[src/rtl/core/dq_pkg.sv]
`timescale 1ns / 1ps

package dq_pkg;

    localparam int DEPTH_DEF = 8;
    localparam int DATA_W    = 32;
    localparam int CMD_W     = 3;
    localparam int STAT_W    = 2;
    localparam int S_TDATA_W = 40;
    localparam int M_TDATA_W = 40;

    localparam logic [CMD_W-1:0] CMD_PUSH_FRONT = 3'd0;
    localparam logic [CMD_W-1:0] CMD_PUSH_REAR  = 3'd1;
    localparam logic [CMD_W-1:0] CMD_POP_FRONT  = 3'd2;
    localparam logic [CMD_W-1:0] CMD_POP_REAR   = 3'd3;
    localparam logic [CMD_W-1:0] CMD_PEEK_FRONT = 3'd4;
    localparam logic [CMD_W-1:0] CMD_PEEK_REAR  = 3'd5;

    localparam logic [STAT_W-1:0] STAT_DONE      = 2'd0;
    localparam logic [STAT_W-1:0] STAT_OVERFLOW  = 2'd1;
    localparam logic [STAT_W-1:0] STAT_UNDERFLOW = 2'd2;

    typedef struct packed {
        logic shift_in;
        logic shift_out;
        logic write_at;
    } lane_ctrl_t;

    typedef struct packed {
        lane_ctrl_t front;
        lane_ctrl_t rear;
    } cell_ctrl_t;

endpackage

[src/rtl/core/dq_cell.sv]
`timescale 1ns / 1ps

module dq_cell
    import dq_pkg::*;
#(
    parameter int INDEX = 0,
    parameter int CNT_W = 4
) (
    input  logic              aclk,
    input  cell_ctrl_t        ctrl,
    input  logic [CNT_W-1:0]  count,
    input  logic [DATA_W-1:0] value,
    input  logic [DATA_W-1:0] front_left,
    input  logic [DATA_W-1:0] front_right,
    input  logic [DATA_W-1:0] rear_left,
    input  logic [DATA_W-1:0] rear_right,
    output logic [DATA_W-1:0] front_q,
    output logic [DATA_W-1:0] rear_q
);

    logic [DATA_W-1:0] front_reg;
    logic [DATA_W-1:0] front_next;
    logic [DATA_W-1:0] rear_reg;
    logic [DATA_W-1:0] rear_next;
    logic              here;

    // this slot is the first free one
    assign here = (count == CNT_W'(INDEX));

    always_comb begin
        priority if (ctrl.front.shift_in) begin
            front_next = front_left;
        end else if (ctrl.front.shift_out) begin
            front_next = front_right;
        end else if (ctrl.front.write_at && here) begin
            front_next = value;
        end else begin
            front_next = front_reg;
        end
    end

    always_comb begin
        priority if (ctrl.rear.shift_in) begin
            rear_next = rear_left;
        end else if (ctrl.rear.shift_out) begin
            rear_next = rear_right;
        end else if (ctrl.rear.write_at && here) begin
            rear_next = value;
        end else begin
            rear_next = rear_reg;
        end
    end

    always_ff @(posedge aclk) begin
        front_reg <= front_next;
        rear_reg  <= rear_next;
    end

    assign front_q = front_reg;
    assign rear_q  = rear_reg;

endmodule

[src/rtl/core/dq_ctrl.sv]
`timescale 1ns / 1ps

module dq_ctrl
    import dq_pkg::*;
#(
    parameter int DEPTH = DEPTH_DEF,
    parameter int CNT_W = $clog2(DEPTH + 1)
) (
    input  logic              aclk,
    input  logic              aresetn,
    input  logic              accept,
    input  logic [CMD_W-1:0]  command,
    input  logic [DATA_W-1:0] front_word,
    input  logic [DATA_W-1:0] rear_word,
    output cell_ctrl_t        ctrl,
    output logic [CNT_W-1:0]  count,
    output logic [STAT_W-1:0] status,
    output logic [DATA_W-1:0] data
);

    logic [CNT_W-1:0] count_reg;
    logic [CNT_W-1:0] count_next;
    logic             full;
    logic             empty;
    cell_ctrl_t       op;

    assign full  = (count_reg == CNT_W'(DEPTH));
    assign empty = (count_reg == '0);

    always_comb begin
        op         = '0;
        status     = STAT_DONE;
        data       = '0;
        count_next = count_reg;
        unique case (command)
            CMD_PUSH_FRONT: begin
                if (full) begin
                    status = STAT_OVERFLOW;
                end else begin
                    op.front.shift_in = 1'b1;
                    op.rear.write_at  = 1'b1;
                    count_next        = count_reg + CNT_W'(1);
                end
            end
            CMD_PUSH_REAR: begin
                if (full) begin
                    status = STAT_OVERFLOW;
                end else begin
                    op.rear.shift_in  = 1'b1;
                    op.front.write_at = 1'b1;
                    count_next        = count_reg + CNT_W'(1);
                end
            end
            CMD_POP_FRONT: begin
                if (empty) begin
                    status = STAT_UNDERFLOW;
                end else begin
                    data               = front_word;
                    op.front.shift_out = 1'b1;
                    count_next         = count_reg - CNT_W'(1);
                end
            end
            CMD_POP_REAR: begin
                if (empty) begin
                    status = STAT_UNDERFLOW;
                end else begin
                    data              = rear_word;
                    op.rear.shift_out = 1'b1;
                    count_next        = count_reg - CNT_W'(1);
                end
            end
            CMD_PEEK_FRONT: begin
                if (empty) begin
                    status = STAT_UNDERFLOW;
                end else begin
                    data = front_word;
                end
            end
            CMD_PEEK_REAR: begin
                if (empty) begin
                    status = STAT_UNDERFLOW;
                end else begin
                    data = rear_word;
                end
            end
            default: begin
            end
        endcase
    end

    assign ctrl  = accept ? op : '0;
    assign count = count_reg;

    always_ff @(posedge aclk) begin
        if (!aresetn) begin
            count_reg <= '0;
        end else if (accept) begin
            count_reg <= count_next;
        end
    end

    a_count_range: assert property (@(posedge aclk) disable iff (!aresetn)
        count_reg <= CNT_W'(DEPTH))
        else $error("element count beyond depth");

    a_lane_excl: assert property (@(posedge aclk) disable iff (!aresetn)
        $onehot0({ctrl.front.shift_in, ctrl.front.shift_out, ctrl.front.write_at})
        && $onehot0({ctrl.rear.shift_in, ctrl.rear.shift_out, ctrl.rear.write_at}))
        else $error("conflicting lane actions");

    a_count_hold: assert property (@(posedge aclk) disable iff (!aresetn)
        !accept |=> count_reg == $past(count_reg))
        else $error("count moved without a transfer");

    a_lanes_agree: assert property (@(posedge aclk) disable iff (!aresetn)
        (ctrl.front.shift_in || ctrl.front.write_at)
        == (ctrl.rear.shift_in || ctrl.rear.write_at))
        else $error("lanes disagree on push");

endmodule

[src/rtl/core/circular_deque.sv]
`timescale 1ns / 1ps

// Double-ended queue of up to DEPTH 32-bit elements. Each input transfer carries a
// command (push front, push rear, pop front, pop rear, peek front, peek rear) and a
// value, and yields exactly one result transfer with a status (done, overflow,
// underflow) and the popped or peeked element. The store is a row of DEPTH cells,
// each holding the element at its distance from the front and the one at its
// distance from the rear, so both ends are always in the first cell; each command
// updates the store as it is accepted, and one command is taken per cycle while
// s_tready is high. Results pass an output register with a skid stage, so input is
// only held off once two results are waiting.

module circular_deque
    import dq_pkg::*;
#(
    parameter int DEPTH = DEPTH_DEF
) (
    input  logic                 aclk,
    input  logic                 aresetn,
    input  logic                 s_tvalid,
    output logic                 s_tready,
    input  logic [S_TDATA_W-1:0] s_tdata,  // command[2:0], value[34:3]
    output logic                 m_tvalid,
    input  logic                 m_tready,
    output logic [M_TDATA_W-1:0] m_tdata   // status[1:0], data[33:2]
);

    localparam int CNT_W = $clog2(DEPTH + 1);

    logic              accept;
    logic [CMD_W-1:0]  command;
    logic [DATA_W-1:0] value;
    cell_ctrl_t        ctrl;
    logic [CNT_W-1:0]  count;
    logic [STAT_W-1:0] status;
    logic [DATA_W-1:0] data;

    logic [DATA_W-1:0] front_q [DEPTH];
    logic [DATA_W-1:0] rear_q  [DEPTH];

    logic                 out_valid_reg;
    logic                 out_valid_next;
    logic [M_TDATA_W-1:0] out_data_reg;
    logic [M_TDATA_W-1:0] out_data_next;
    logic                 skid_valid_reg;
    logic                 skid_valid_next;
    logic [M_TDATA_W-1:0] skid_data_reg;
    logic [M_TDATA_W-1:0] skid_data_next;
    logic [M_TDATA_W-1:0] result;
    logic                 take;

    assign command = s_tdata[CMD_W-1:0];
    assign value   = s_tdata[CMD_W+DATA_W-1:CMD_W];
    assign s_tready = !skid_valid_reg;
    assign accept   = s_tvalid && s_tready;

    dq_ctrl #(
        .DEPTH (DEPTH),
        .CNT_W (CNT_W)
    ) u_ctrl (
        .aclk       (aclk),
        .aresetn    (aresetn),
        .accept     (accept),
        .command    (command),
        .front_word (front_q[0]),
        .rear_word  (rear_q[0]),
        .ctrl       (ctrl),
        .count      (count),
        .status     (status),
        .data       (data)
    );

    for (genvar i = 0; i < DEPTH; i++) begin : g_cell
        logic [DATA_W-1:0] front_left;
        logic [DATA_W-1:0] front_right;
        logic [DATA_W-1:0] rear_left;
        logic [DATA_W-1:0] rear_right;

        if (i == 0) begin : g_head
            assign front_left = value;
            assign rear_left  = value;
        end else begin : g_body
            assign front_left = front_q[i-1];
            assign rear_left  = rear_q[i-1];
        end

        if (i == DEPTH - 1) begin : g_tail
            assign front_right = '0;
            assign rear_right  = '0;
        end else begin : g_mid
            assign front_right = front_q[i+1];
            assign rear_right  = rear_q[i+1];
        end

        dq_cell #(
            .INDEX (i),
            .CNT_W (CNT_W)
        ) u_cell (
            .aclk        (aclk),
            .ctrl        (ctrl),
            .count       (count),
            .value       (value),
            .front_left  (front_left),
            .front_right (front_right),
            .rear_left   (rear_left),
            .rear_right  (rear_right),
            .front_q     (front_q[i]),
            .rear_q      (rear_q[i])
        );
    end

    assign result = {{(M_TDATA_W - STAT_W - DATA_W){1'b0}}, data, status};
    assign take   = out_valid_reg && m_tready;

    always_comb begin
        out_valid_next  = out_valid_reg;
        out_data_next   = out_data_reg;
        skid_valid_next = skid_valid_reg;
        skid_data_next  = skid_data_reg;
        if (!out_valid_reg || take) begin
            if (skid_valid_reg) begin
                out_valid_next  = 1'b1;
                out_data_next   = skid_data_reg;
                skid_valid_next = 1'b0;
            end else if (accept) begin
                out_valid_next = 1'b1;
                out_data_next  = result;
            end else begin
                out_valid_next = 1'b0;
            end
        end else if (accept) begin
            skid_valid_next = 1'b1;
            skid_data_next  = result;
        end
    end

    always_ff @(posedge aclk) begin
        if (!aresetn) begin
            out_valid_reg  <= 1'b0;
            skid_valid_reg <= 1'b0;
        end else begin
            out_valid_reg  <= out_valid_next;
            skid_valid_reg <= skid_valid_next;
        end
    end

    always_ff @(posedge aclk) begin
        out_data_reg  <= out_data_next;
        skid_data_reg <= skid_data_next;
    end

    assign m_tvalid = out_valid_reg;
    assign m_tdata  = out_data_reg;

endmodule
[config.mk]
export PLATFORM = sky130hd
export DESIGN_NAME = circular_deque
export DESIGN_NICKNAME = d
export VERILOG_FILES = /design/src/rtl/core/dq_pkg.sv /design/src/rtl/core/dq_cell.sv /design/src/rtl/core/dq_ctrl.sv /design/src/rtl/core/circular_deque.sv
export SDC_FILE = /design/constraint.sdc
export NUM_CORES = 1
export LEC_CHECK = 0
export ABC_CLOCK_PERIOD_IN_PS = 8000
export BUFFER_PORTS_ARGS = -buffer_cell sky130_fd_sc_hd__buf_2
export CAP_MARGIN = 30
export CORE_AREA = 3 3 242 363
export CTS_CLUSTER_DIAMETER = 40
export DETAILED_ROUTE_END_ITERATION = 10
export DIE_AREA = 0 0 245 366
export PLACE_DENSITY = 0.55
export SLEW_MARGIN = 20
export SYNTH_ARGS = -nofsm -noshare
export SYNTH_HDL_FRONTEND = slang
export SYNTH_SLANG_ARGS = --single-unit
[constraint.sdc]
create_clock -name aclk -period 8 [get_ports aclk]
set_clock_uncertainty 0.05 [all_clocks]
set_input_delay 1.6 -clock aclk [delete_from_list [all_inputs] [get_ports aclk]]
set_output_delay 1.6 -clock aclk [all_outputs]
set_load 0.005 [all_outputs]
* Word-level counts from Yosys, hierarchy flattened
Cells that the tools add are included.
** Cells by class
- Add/subtract/negate cells :: 2
- Equal/unequal tests :: 15
- Muxes and demuxes :: 69
- Bitwise operators :: 2
- Reduce and logical (&&, ||, !) cells :: 50
** Operators with widths (count)
- 32-bit 2-to-1 mux :: 50
- 34-bit 2-to-1 mux :: 2
- 32-bit case mux with 2 select lines :: 1
- 3-bit nonzero test :: 16
- 1-bit logical AND :: 18
- 4-bit by 3-bit equality test with 1-bit output (second input constant) :: 4
- 2-bit OR reduction :: 5
- 4-bit by 2-bit equality test with 1-bit output (second input constant) :: 2
- 1-bit 2-to-1 mux :: 8
- 4-bit 2-to-1 mux :: 2
- 4-bit case mux with 2 select lines :: 1
- 3-bit by 2-bit equality test with 1-bit output (second input constant) :: 2
- 3-bit equality test (second input constant) :: 2
- 2-bit 2-to-1 mux :: 3
- 6-bit 2-to-1 mux :: 1
- 4-bit by 1-bit adder with 4-bit output (second input constant) :: 1
- 4-bit by 1-bit equality test with 1-bit output (second input constant) :: 1
- 4-bit equality test (second input constant) :: 1
- 4-bit zero test :: 1
- 2-bit inequality test (second input constant) :: 2
- 2-bit case mux with 2 select lines :: 1
- 2-bit AND reduction :: 2
- 4-bit AND reduction :: 1
- 2-bit nonzero test :: 2
- 7 further kinds :: 9
** Word-level totals
- Register bits :: 586
- Input port bits :: 44
- Logic and storage cells :: 159

* Longest topological paths before layout
Gate-level depths: netlist of the first run.
- Depth in word-level cells :: 8
- Mapped depth :: 9
- Gate-level depth less buffers :: 6

* Hierarchy
From an unflattened synthesis of the first run, not the netlist that was laid out.
** Unflattened totals
- Cell total of the unflattened synthesis :: 2496
- Area total of the unflattened synthesis :: 30417.9 um^2
** Modules (own cells, without submodules)
- dq_cell at g_cell[3].u_cell ... :: instances 3, cells each 281, area each 3363.2 um^2, seq. area each 1921.8 um^2
- dq_cell at g_cell[1].u_cell ... :: instances 3, cells each 281, area each 3359.5 um^2, seq. area each 1921.8 um^2
- dq_cell at g_cell[7].u_cell :: instances 1, cells each 281, area each 3360.7 um^2, seq. area each 1921.8 um^2
- dq_cell at g_cell[0].u_cell :: instances 1, cells each 281, area each 3357.0 um^2, seq. area each 1921.8 um^2
- circular_deque :: instances 1, cells each 123, area each 2665.1 um^2, seq. area each 2082.0 um^2
- dq_ctrl :: instances 1, cells each 125, area each 867.1 um^2, seq. area each 80.1 um^2

* Least setup slack after synthesis of the first run
OpenSTA, ideal clock, no wires.
- Path kind :: in2reg
- Start :: in s_tdata[0]
- End :: reg g_cell[0].u_cell.rear_reg[0] (enable)
- Setup time :: 466 ps
- Arrival :: 4957 ps
- Setup slack :: 2528 ps
- Stages :: 5
- Path buffers :: 2
- Path through :: or3b_4 -> or4_1 -> buf_2 -> buf_6 -> o21ai_0
** On the way
- Cells in the longest elaborated chain, start to end :: 5
- Elaborated cells between the ends (all ways) :: 9
- Classes of those cells :: 2 x eq/ne; 4 x mux; 3 x reduce/logical
** RTL lines
- start: declaration :: RTL line circular_deque.sv:22 : input logic [S_TDATA_W-1:0] s_tdata,
- 3-bit zero test :: RTL line dq_ctrl.sv:35 : unique case (command)
- 1-bit 2-to-1 mux :: RTL line dq_ctrl.sv:35
- 6-bit 2-to-1 mux * :: RTL line dq_ctrl.sv:91 : assign ctrl = accept ? op : '0;
- 1-bit logical AND :: RTL line dq_cell.sv:47 : end else if (ctrl.rear.write_at && here) begin
- 3-bit nonzero test (no line) *
- end signal: assignment :: RTL line dq_cell.sv:56 : rear_reg <= rear_next;
- end: declaration :: RTL line dq_cell.sv:23 : logic [DATA_W-1:0] rear_reg;
Every way passes the cells marked *; elsewhere a longest branch is shown, timed or not.
A chain may end at the register's enable or synchronous reset.

* Worst setup path after layout of the first run
- Start :: reg u_ctrl.count_reg[0], in the netlist u_ctrl.count[0]
- End :: reg g_cell[0].u_cell.front_reg[19] (enable)
** On the way
- Cells in the longest elaborated chain, start to end :: 6
- Elaborated cells between the ends (all ways) :: 11
- Classes of those cells :: 1 x eq/ne; 7 x mux; 3 x reduce/logical
** RTL lines
- start: declaration :: RTL line dq_ctrl.sv:21 : logic [CNT_W-1:0] count_reg;
- start signal: assignment :: RTL line dq_ctrl.sv:98 : count_reg <= count_next;
- 4-bit equality test :: RTL line dq_ctrl.sv:27 : assign full = (count_reg == CNT_W'(DEPTH));
- 2-bit 2-to-1 mux :: RTL line dq_ctrl.sv:46 : if (full) begin
- 2-bit 2-to-1 mux :: RTL line dq_ctrl.sv:35
- 6-bit 2-to-1 mux :: RTL line dq_ctrl.sv:91
- 1-bit logical AND :: RTL line dq_cell.sv:35 : end else if (ctrl.front.write_at && here) begin
- 3-bit nonzero test (no line) *
- end signal: assignment :: RTL line dq_cell.sv:55 : front_reg <= front_next;
- end: declaration :: RTL line dq_cell.sv:21 : logic [DATA_W-1:0] front_reg;
Marked as above.

==> flow_metrics.tcl, run 1 <==
set metrics [dict create \
    htreeDepth 2 \
    synth_ff_type "edfxtp_1" \
    ys_top_cells_by_area "edfxtp_1 68%, a221o_1 15%, clkbuf_1 2.2%" \
    grt_max_degree 230 \
    start_util_pct 29.9 \
    die_area_sq_um 89700 \
    antenna_found_initial 8 \
    final.setup.tns_ps 0 \
    synth.most_common_cell "edfxtp_1" \
    critPathKind "reg2reg" \
    hold_ws_ps 472 \
    drt-wirelength-per-cell_um 23.6 \
    place_hpwl_um 35400 \
    ys_top_cells_by_count "580 x edfxtp_1, 384 x a221o_1, 148 x clkbuf_1" \
    ioPinCount 86 \
    leakage_nw 9.66 \
    core_area_sq_um 85100 \
    cts-root-buf "clkbuf_16" \
    post-route-util_pct 33.5 \
    grt-ovfl-total 0 \
    slew_headroom_pct 12.3 \
    grt_pass1_wl_um 98700 \
    ys_seq_area_share_pct 68.9 \
    maxCapViolations 0 \
    fin_crit_sh_pct 56.0 \
    syn_to_final_growth_pct 11.9 \
    clock_latency_ps 600 \
    seqPwrFrac_pct 52.1 \
    path_clk_slew_ps 70 \
    drive_gt1_share_pct 16.6 \
    syn-cell-area_sq_um 25500 \
    cts_made_buffers 54 \
    critPathSlowestCell "nand2_2" \
    holdCritPathClass "reg2reg" \
    status "completed" \
    cp.required_ps 8210 \
    dr.pass1.iters 7 \
    ys_warn_count 0 \
    synth_cell_type_count 42 \
    vdd_drop_max_v 0.000147 \
    cts_hold_buffers 0 \
    yosysTopAreaCellShare_pct 68.4 \
    die_h_um 366 \
    slowest_delay_ps 580 \
    power_switching_share_pct 23.1 \
    post_cts_buffers 0 \
    vias 15500 \
    synth.largest_area_cell "edfxtp_1" \
    slew_viol_final 0 \
    cp-start-kind "flop" \
    drt_wl_total_um 65600 \
    p_sw_w 0.00159 \
    intPower_w 0.00530 \
    port-buffer-count 74 \
    grt_usage_pct 14.2 \
    fp.dieW_um 245 \
    drtIter0Drc 1598 \
    fmax_mhz 223 \
    ant_nets 0 \
    place_congestion 0.733 \
    worst_ep_arrival_time_ps 4680 \
    powerDensity_nw_per_um2 242 \
    crit_path_cell_trace "inv_1 > ha_1 > nor3b_2 > buf_4 > nor3_4 > buf_12 > nor2_1 > nand2_2 > buf_4" \
    synth-edff-count 580 \
    avgSynthCellArea_sq_um 15.5 \
    ys_async_sr_fraction_pct 0 \
    critPathTopFamily "buffers and inverters" \
    drc 0 \
    final-setup-viol-count 0 \
    via_per_inst 5.57 \
    final_nets 1652 \
    pwr-share-comb_pct 7.6 \
    postCtsResizedCells 0 \
    ys_ff_latch 586 \
    crit_buf_inv 4 \
    cpMostUsedCell "buf_4" \
    cts.sinks 586 \
    synth_cells 1647 \
    critical_path.max_fanout 225 \
    clk_path_buf_depth 3 \
    endpoint_kind "flop" \
    rsz0062_at_grt "no" \
    worstMarginPinSlew_ps 1320 \
    hold_violations 0 \
    cts_tree "done" \
    grt_pass1_vias 15400 \
    fill_cells 8168 \
    clkPwrFrac_pct 40.3 \
    min_period_ps 4480 \
    row_count 131 \
]
## worst paths after layout
kind,from,cells past startpoint,end,slack (ps)
max,u_ctrl.count[0],9,g_cell[0].u_cell.front_q[19],3520
min,skid_data_reg[16],2,m_tdata[16],470
max reg2reg,u_ctrl.count[0],9,g_cell[0].u_cell.front_q[19],3520
min reg2reg,skid_data_reg[16],2,m_tdata[16],470
## routing by layer
| layer | up-vias | part of all wire [%] | global-route usage (%) |
|---|---|---|---|
| li1 | 6764 | - | - |
| met3 | 115 | 5.0 | 1.72 |
| met5 | - | 0.035 | 0 |
| met2 | 581 | 52 | 25.7 |
| met4 | 4 | 3.1 | 4.89 |
| met1 | 8030 | 40 | 17.3 |
## power by group through the flow
stage	Combinational, W	Sequential (W)	Clock, W
after floorplan	0.000370	0.00363	0
after global placement	0.000505	0.00365	0
after detailed placement	0.000524	0.00365	0
final	0.000523	0.00359	0.00277
after CTS	0.000527	0.00359	0.00285
after global routing	0.000567	0.00360	0.00295
## tightest hold or removal path, delay by kind of cell (launching register included)
kind | cells | cell delay (ps)
AO/OA/AOI/OAI | 1 | 50
flip-flops | 1 | 320
AND/OR/NAND/NOR | 1 | 50
## metrics by stage
step	setup WS (ps)	instance area (sq um)	cells	power [W]
2_1_floorplan	2530	25500	1652	0.00400
3_3_place_gp	3000	26600	2676	0.00415
3_5_place_dp	2920	26600	2676	0.00418
4_1_cts	3560	28400	2776	0.00696
5_1_grt	3410	28500	2778	0.00711
6_report	3520	28500	2781	0.00688
## cell usage in the layout (no fill, tap or decap), drive strengths merged, types with 2 or more instances in the layout
master    count
edfxtp      580
a221o       384
nand2       141
buf         105
a21o         68
clkbuf       63
nor2         37
and2         33
mux2         33
o31ai        33
and3         33
a22oi        32
clkinv       20
bufinv        8
nor3b         7
inv           7
nand3         6
conb          6
dfxtp         6
ha            5
clkinvlp      5
diode         4
xnor2         4
nand2b        4
a21bo         4
o21ai         4
and3b         2
or4           2
mux2i         2
a21boi        2
or3           2
## logic make-up after synthesis
family	share of synthesized area (%)
other cells	0.0147
buf+inv	4.17
fa+ha+maj	0.246
flops	68.9
xor+xnor	0.138
compound gates	19.4
simple gates	5.59
mux	1.54
## final cells by class
cell class                      count  area (sq um)  area share (%)
Timing Repair Buffer              105           673            2.36
Clock buffer                       63          1450            5.09
Inverter                            3          11.3          0.0395
Tap cell                         1130          1410            4.96
Antenna cell                        4          10.0          0.0351
Multi-Input combinational cell    853          6970            24.5
Sequential cell                   586         17500            61.6
Clock inverter                     37           423            1.48
(Power assumes the default switching activity.)
==> inputs of run 2 (changes only) <==
--- a/config.mk
+++ b/config.mk
@@ -5,14 +5,14 @@
 export SDC_FILE = /design/constraint.sdc
 export NUM_CORES = 1
 export LEC_CHECK = 0
-export ABC_CLOCK_PERIOD_IN_PS = 8000
+export ABC_CLOCK_PERIOD_IN_PS = 4100
 export BUFFER_PORTS_ARGS = -buffer_cell sky130_fd_sc_hd__buf_2
 export CAP_MARGIN = 30
 export CORE_AREA = 3 3 242 363
 export CTS_CLUSTER_DIAMETER = 40
 export DETAILED_ROUTE_END_ITERATION = 10
 export DIE_AREA = 0 0 245 366
-export PLACE_DENSITY = 0.55
+export PLACE_DENSITY = 0.57
 export SLEW_MARGIN = 20
 export SYNTH_ARGS = -nofsm -noshare
 export SYNTH_HDL_FRONTEND = slang
==> constraint.sdc (replaced) <==
create_clock -name aclk -period 4.1 [get_ports aclk]
set_clock_uncertainty 0.05 [all_clocks]
set_input_delay 0.82 -clock aclk [delete_from_list [all_inputs] [get_ports aclk]]
set_output_delay 0.82 -clock aclk [all_outputs]
set_load 0.005 [all_outputs]
==> run 2 against run 1 <==
  * Sequential power grew 95%
  * Clock power is 85% higher
  * Combinational power up 100%
  * Largest cell class unchanged
  * Worst hold slack barely moved
  * Worst setup slack worse by 2500 ps
  * Cell count up 0.72%
  * Utilization is 0.26 points higher
  * Power rose by 92%
  * Maximum frequency increased by 47%
==> flow_metrics.tcl, run 2 (synthesis results as in run 1) <==
set metrics [dict create \
    status "completed" \
    hold_depth 3 \
    drtIter0Drc 1631 \
    drt-wirelength-per-cell_um 23.6 \
    critPathKind "reg2reg" \
    cts_made_buffers 54 \
    fin_crit_sh_pct 74.2 \
    final-setup-viol-count 0 \
    critPathTopFamily "simple AND/OR/NAND/NOR gates" \
    worst_ep_arrival_time_ps 3240 \
    holdCritPathClass "in2reg" \
    drt_wl_total_um 66200 \
    fill_cells 8091 \
    grt-ovfl-total 0 \
    fin_ws_ps 1060 \
    grt_pass1_vias 15500 \
    port-buffer-count 74 \
    hold_ws_ps 471 \
    ant_nets 0 \
    drc 0 \
    slew_headroom_pct 32.1 \
    min_to "g_cell[0].u_cell.front_q[11]" \
    cts.sinks 586 \
    antenna_found_initial 10 \
    grt_usage_pct 14.3 \
    path_clk_slew_ps 70 \
    rrSetupSlack_ps 1060 \
    cts-root-buf "clkbuf_16" \
    cts_tree "done" \
    multi_input_area_sq_um 6960 \
    final_nets 1675 \
    regArea_sq_um 17500 \
    leakage_nw 9.78 \
    worstRegToRegCells 8 \
    post_cts_buffers 0 \
    postCtsResizedCells 0 \
    r2r_end "g_cell[4].u_cell.front_q[21]" \
    final.setup.tns_ps 0 \
    clk_path_buf_depth 3 \
    htreeDepth 2 \
    fp.dieW_um 245 \
    post-route-util_pct 33.7 \
    grt_max_degree 225 \
    timing.rr.start "u_ctrl.count[0]" \
    crit_buf_inv 3 \
    cp.required_ps 4300 \
    grt_pass1_wl_um 99300 \
    vdd_drop_max_v 0.000298 \
    cts_hold_buffers 0 \
    maxCapViolations 0 \
    worstMarginPinSlew_ps 1020 \
    cp-start-kind "flop" \
    drive_gt1_share_pct 17.2 \
    die_area_sq_um 89700 \
    place_ws_ps 827 \
    core_area_sq_um 85100 \
    powerDensity_nw_per_um2 459 \
    ioPinCount 86 \
    critical_path.max_fanout 37 \
    hold_violations 0 \
    vias 15600 \
    hold_start "s_tdata[14]" \
    layout.cells.most_common_list "580 x edfxtp_1, 384 x a221o_1, 137 x nand2_1, 74 x buf_2, 68 x a21o_1" \
    rsz0062_at_grt "no" \
    dpl_cell_area_sq_um 26900 \
    dr.pass1.iters 6 \
    start_util_pct 29.9 \
    syn_to_final_growth_pct 12.8 \
    fmax_mhz 329 \
    row_count 131 \
    slew_viol_final 0 \
    die_h_um 366 \
    via_per_inst 5.55 \
    final_cell_area_sq_um 28700 \
    min_period_ps 3040 \
    layout_commonest_cell "edfxtp_1" \
    endpoint_kind "flop" \
    cpMostUsedCell "buf_4" \
    crit_path_cell_trace "inv_1 > ha_1 > nor3b_2 > or3_2 > buf_4 > nand2_1 > a21o_1 > buf_4" \
    slowest_delay_ps 520 \
    critPathSlowestCell "or3_2" \
    place_hpwl_um 39500 \
    place_congestion 0.762 \
    clock_latency_ps 600 \
]
-- run 2: cell count changes in the layout (fill, tap and decap cells not counted) --
cell        before  now
clkinvlp_4       5    3
buf_4           26   35
clkinv_2         4    5
clkinv_1        12    9
nand2_2          7    4
clkbuf_16       57   55
bufinv_16        8    6
clkbuf_1         6   12
nand2_1        134  137
buf_12           4   18
clkinv_4         3    2
-- run 2: per-layer routing --
layer	part of all wire (%)	global-route usage, %	up-vias	wire length [um]
li1	-	-	6816	-
met2	51	25.4	584	33800
met5	0.071	0	-	47
met1	39	17.2	8020	25800
met3	5.5	1.94	130	3640
met4	4.3	6.26	6	2850
-- run 2: report_power, final --
| group | leakage (nW) | internal, W | switching, W | total, W |
|---|---|---|---|---|
| clock | 0.846 | 0.00285 | 0.00228 | 0.00513 |
| combinational | 3.53 | 0.000417 | 0.000643 | 0.00106 |
| sequential | 5.40 | 0.00689 | 0.000106 | 0.00699 |
-- run 2: area by class of cell --
cell class                 count  area share [%]
inverter                       3          0.0392
multi-input combinational    853            24.2
timing repair buffer         128            3.56
clock inverter                30            1.16
tap                         1130            4.93
sequential                   586            61.1
antenna                        4          0.0349
clock buffer                  67            4.95
-- run 2: worst reg2reg max path, cell delays in order, from the launching register on --
cell,delay (ps)
dfxtp_1,430
inv_1,120
ha_1,300
nor3b_2,220
or3_2,520
buf_4,280
nand2_1,210
a21o_1,130
buf_4,380
-- run 2: through the flow --
step           power [W]  std cells
6_report          0.0132       2801
5_1_grt           0.0136       2800
4_1_cts           0.0133       2797
3_5_place_dp     0.00818       2700
3_3_place_gp     0.00814       2699
2_1_floorplan    0.00781       1652
-- run 2: worst max path at each step --
stage	from	to	slack (ps)	cells after the start
after detailed placement	s_tvalid	g_cell[5].u_cell.front_q[21]	830	7
after floorplan	m_tready	skid_data_reg[0]	20	2
after global placement	s_tvalid	g_cell[4].u_cell.front_q[21]	870	7
after CTS	u_ctrl.count[0]	g_cell[0].u_cell.front_q[2]	1060	7
final	u_ctrl.count[0]	g_cell[4].u_cell.front_q[21]	1060	8
after global routing	u_ctrl.count[0]	g_cell[0].u_cell.front_q[17]	830	7
